[config.mk]
export PLATFORM = sky130hd
export DESIGN_NAME = tprp_debounce
export DESIGN_NICKNAME = d
export VERILOG_FILES = /design/src/rtl/core/tprp_pkg.sv /design/src/rtl/core/tprp_debounce.sv
export SDC_FILE = /design/constraint.sdc
export NUM_CORES = 1
export LEC_CHECK = 0
export ABC_AREA = 1
export BUFFER_PORTS_ARGS = -buffer_cell sky130_fd_sc_hd__buf_4
export CORE_MARGIN = 10
export CORE_UTILIZATION = 40
export DETAILED_ROUTE_END_ITERATION = 8
export SYNTH_ARGS = -nofsm -noshare
export SYNTH_HDL_FRONTEND = slang
export SYNTH_SLANG_ARGS = --single-unit
[constraint.sdc]
create_clock -name clk -period 3.86 [get_ports clk]
set_clock_uncertainty 0.2 [all_clocks]
set_input_delay 0.386 -clock clk [delete_from_list [all_inputs] [get_ports clk]]
set_output_delay 0.386 -clock clk [all_outputs]
set_load 0.01 [all_outputs]
[src/rtl/core/tprp_pkg.sv]
// ============================================================================
// tprp_pkg
// Shared constants and types of the tone pattern recorder and player.
// ============================================================================
package tprp_pkg;

  // Duration store geometry and tick counter width
  localparam int STORE_DEPTH = 4096;
  localparam int TIME_WIDTH  = 32;
  localparam int IDX_W       = $clog2(STORE_DEPTH);

  // Field widths of the stream items
  localparam int BTN_W      = 3;
  localparam int POS_W      = 13;
  localparam int IN_DATA_W  = 8;
  localparam int OUT_DATA_W = 16;

  // Configuration port
  localparam int CFG_ADDR_W = 3;
  localparam int CFG_DATA_W = 32;
  localparam int DEB_W      = 16;
  localparam logic [DEB_W-1:0] DEB_RESET = 16'd300;

  // Register index taken from paddr[2]
  localparam logic REG_DEBOUNCE = 1'b0;

  // Button codes: bit0 tone, bit1 play, bit2 record
  localparam logic [BTN_W-1:0] BTN_NONE = 3'b000;
  localparam logic [BTN_W-1:0] BTN_TONE = 3'b001;
  localparam logic [BTN_W-1:0] BTN_PLAY = 3'b010;
  localparam logic [BTN_W-1:0] BTN_REC  = 3'b100;

  // Debounced button events
  typedef enum logic [2:0] {
    EV_NONE    = 3'd0,
    EV_TONE    = 3'd1,
    EV_PLAY    = 3'd2,
    EV_REC     = 3'd3,
    EV_RELEASE = 3'd4
  } btn_event_t;

  // Operating modes
  typedef enum logic [4:0] {
    MODE_IDLE      = 5'b00001,
    MODE_TONE      = 5'b00010,
    MODE_REC_PAUSE = 5'b00100,
    MODE_REC_TONE  = 5'b01000,
    MODE_PLAY      = 5'b10000
  } mode_t;

  typedef logic [TIME_WIDTH-1:0] dur_t;
  typedef logic [IDX_W-1:0]      idx_t;

  // One stored duration: tone or pause, and its length in ticks
  typedef struct packed {
    logic is_tone;
    dur_t dur;
  } entry_t;

endpackage

[src/rtl/core/tprp_debounce.sv]
// ============================================================================
// tprp_debounce
// Button debouncer: turns level changes into single events with a lockout.
// ============================================================================
module tprp_debounce (
  input  logic                             clk,
  input  logic                             rst_n,
  input  logic                             step,
  input  logic [tprp_pkg::BTN_W-1:0]       buttons,
  input  logic [tprp_pkg::DEB_W-1:0]       debounce_ticks,
  output tprp_pkg::btn_event_t             ev
);

  logic [tprp_pkg::BTN_W-1:0] held_r, held_nxt;
  logic [tprp_pkg::DEB_W-1:0] lockout_r, lockout_nxt;

  // Lockout countdown, otherwise sample a change and classify it
  always_comb begin
    held_nxt    = held_r;
    lockout_nxt = lockout_r;
    ev          = tprp_pkg::EV_NONE;
    if (lockout_r != '0) begin
      lockout_nxt = lockout_r - 1'b1;
    end else if (buttons != held_r) begin
      held_nxt    = buttons;
      lockout_nxt = debounce_ticks;
      case (buttons)
        tprp_pkg::BTN_TONE: ev = tprp_pkg::EV_TONE;
        tprp_pkg::BTN_PLAY: ev = tprp_pkg::EV_PLAY;
        tprp_pkg::BTN_REC:  ev = tprp_pkg::EV_REC;
        tprp_pkg::BTN_NONE: ev = tprp_pkg::EV_RELEASE;
        default:            ev = tprp_pkg::EV_NONE;
      endcase
    end
  end

  // State advances once per accepted item
  always_ff @(posedge clk) begin
    if (!rst_n) begin
      held_r    <= '0;
      lockout_r <= '0;
    end else if (step) begin
      held_r    <= held_nxt;
      lockout_r <= lockout_nxt;
    end
  end

endmodule

==> flow_metrics.tcl <==
set metrics [dict create \
    start_util 0.4152 \
    cp.arrival_ps 1690 \
    min_period_ps 2275 \
    ys_async_sr_fraction 0 \
    htreeDepth 1 \
    fmax_mhz 439.7 \
    pwr-share-comb 0.555 \
    rows 22 \
    firstDrtPassIters 4 \
    synth_top_family_by_area "simple AND/OR/NAND/NOR gates" \
    finalInstanceArea_mm2 0.001759 \
    p_int_w 0.0005191 \
    n_fill_cell 413 \
    ys_seq_elements 19 \
    antenna_found_initial 0 \
    status "complete, no violations" \
    synth_compound_area_frac 0.1160 \
    cts_tree "done" \
    cts_setup_buffers 0 \
    grt_pass1_vias 1397 \
    regArea_um2 380.4 \
    ys_top_cells_by_count "75 x nand2_1, 32 x nor2_1, 30 x inv_1" \
    synth_area_leader_cell "dfxtp_1" \
    numCtsBuffers 3 \
    ys_seq_area_frac 0.2502 \
    dpl_cell_area_mm2 0.001714 \
    drc_errors 0 \
    multiInputGateArea_um2 962.2 \
    synthAdderAreaFrac 0.01646 \
    ys_warn_count 0 \
    hold_viol 0 \
    grt_pass1_wl_mm 6.237 \
    hold_class "in2reg" \
    r2r_start "lockout_r[0]" \
    gp_congestion 0.7858 \
    diodes 0 \
    synth_top_area_share 0.2502 \
    syn-instance-count 247 \
    dp_hpwl_mm 2.747 \
    cap_violations 0 \
    fp.dieH_um 81.65 \
    drt_iter0_markers 70 \
    wl_per_cell_um 11.09 \
    yosysMostFrequentCell "nand2_1" \
    crit_path_max_fanout 4 \
    syn_avg_cell_area_um2 6.155 \
    syn_area_mm2 0.001520 \
    synth_edf_count 0 \
    synth.net_count 271 \
    drv_slew 0 \
    hold_start "rst_n" \
    synth.distinct_cells 28 \
    core_mm2 0.003661 \
    synth_mux_area_frac 0 \
    die_width_um 81.65 \
    cp.required_ps 3270 \
    post_drt_via_cell_ratio 4.608 \
    area_delta_synth_final_pct 15.72 \
    vdd_drop_max_mv 0.2675 \
    pin_count 25 \
    wirelength_mm 3.537 \
    post_cts_resized 0 \
    cts-root-buf "clkbuf_8" \
    crit_path_start_kind "register" \
    dp.cells 315 \
    fin_tns_setup_ps 0 \
    clkSlewWorstSetupHoldPaths_ps 70 \
    port_buffers 24 \
    vias 1470 \
    yosys.area_share.simple 0.4658 \
    synth_ff_type "dfxtp_1" \
    grt_util_all_layers 0.1144 \
    relSlewSlack 0.6776 \
    swShare 0.4676 \
    power_switching_w 0.0004560 \
    final_cells 319 \
    sequentialPowerShare 0.296 \
    dieArea_mm2 0.006667 \
    worst_pin_slew_ps 483.1 \
    power_frac_clock 0.149 \
    setup_violations 0 \
    critical_path_class "reg2out" \
    final_nets 296 \
    rsz0062_at_grt "false" \
    synth_area_leaders "dfxtp_1 25%, nand2_1 19%, nand3_1 7.9%" \
    crit_path_end_kind "output port" \
    grt_overflow 0 \
    clock_latency_ps 260 \
    clock-sinks 19 \
    power_leakage_nw 0.8597 \
    antenna_left 0 \
    drive_above_1_share 0.1845 \
    power.density_mw_per_mm2 554.3 \
    fin_crit_sh 0.5893 \
    cts_hold_buf 0 \
    clock_path_buffers 2 \
    cp-startpoint "lockout_r[0]" \
    grt_max_degree 18 \
    synth_xor_area_frac 0.03457 \
]
[state kept, by name, indices dropped and copies added, names as in the netlist]
name	cells
lockout_r	16
held_r	3
[worst paths after layout]
| kind | endpoint | slack [ps] | cells past startpoint |
|---|---|---|---|
| setup / recovery | ev[2] | 1590 | 7 |
| hold / removal | lockout_r[6] | 210 | 3 |
| setup reg to reg | lockout_r[11] | 1990 | 10 |
| hold reg to reg | held_r[0] | 290 | 1 |
[routing by layer]
metal | vias to the layer above | part of all wire | global-route usage
li1 | 819 | - | -
met1 | 624 | 0.51 | 0.1474
met2 | 22 | 0.43 | 0.1817
met3 | 5 | 0.054 | 0.03712
met4 | 0 | 0.010 | 0.02551
met5 | - | 0 | 0
[worst max-delay path: stages, from the launching register on]
cell,delay (ps)
dfxtp_1,320
inv_1,110
ha_1,210
nand4_1,110
nor3_1,190
nand2_1,120
nor4_1,180
buf_4,170
[cells by family after synthesis]
family / count (synthesis)
buffers and inverters: 37
adder cells (fa/ha/maj): 2
XOR/XNOR: 6
flip-flops: 19
AND/OR/NAND/NOR: 152
AO/OA/AOI/OAI: 31
[cell usage in the layout, fill, tap and decap left out, types with 3 or more instances in the layout]
cell type  synthesis  final
nand2_1           75     75
nor2_1            32     32
inv_1             30     30
nand3_1           24     24
buf_4              0     24
dfxtp_1           19     19
o21ai_0           14     14
a21oi_1            9      9
nor2_2             6      6
nor2_4             4      4
xnor2_1            4      4
nand2_2            3      3
a21oi_2            3      3
o21a_1             3      3
clkbuf_8           0      3
[cell type report]
cell class / count / share of cell area
timing repair buffer: 24 / 0.1024
sequential: 19 / 0.2162
clock buffer: 4 / 0.02560
multi-input combinational: 191 / 0.5469
tap: 48 / 0.03414
inverter: 33 / 0.07468
[power by group through the flow]
stage	clock network, W	registers, W	logic [W]
3_5_place_dp	0	0.000292	0.000546
5_1_grt	0.000158	0.000297	0.000631
4_1_cts	0.000152	0.000288	0.000549
6_report	0.000145	0.000289	0.000542
3_3_place_gp	0	0.000292	0.000548
2_1_floorplan	0	0.000279	0.000460
[through the flow]
| stage | utilization | hold WS [ps] | worst slack [ps] | power [W] |
|---|---|---|---|---|
| final | 0.4805 | 214.7 | 1585 | 0.0009750 |
| after detailed placement | 0.4682 | 275.6 | 1871 | 0.0008386 |
| after CTS | 0.4805 | 205.0 | 1568 | 0.0009890 |
| after floorplan | - | 261.4 | 2025 | 0.0007391 |
| after global routing | 0.4805 | 211.7 | 1399 | 0.001086 |
| after global placement | 0.4682 | 272.1 | 1880 | 0.0008404 |
Note: power is estimated with default switching activity, not from simulation.
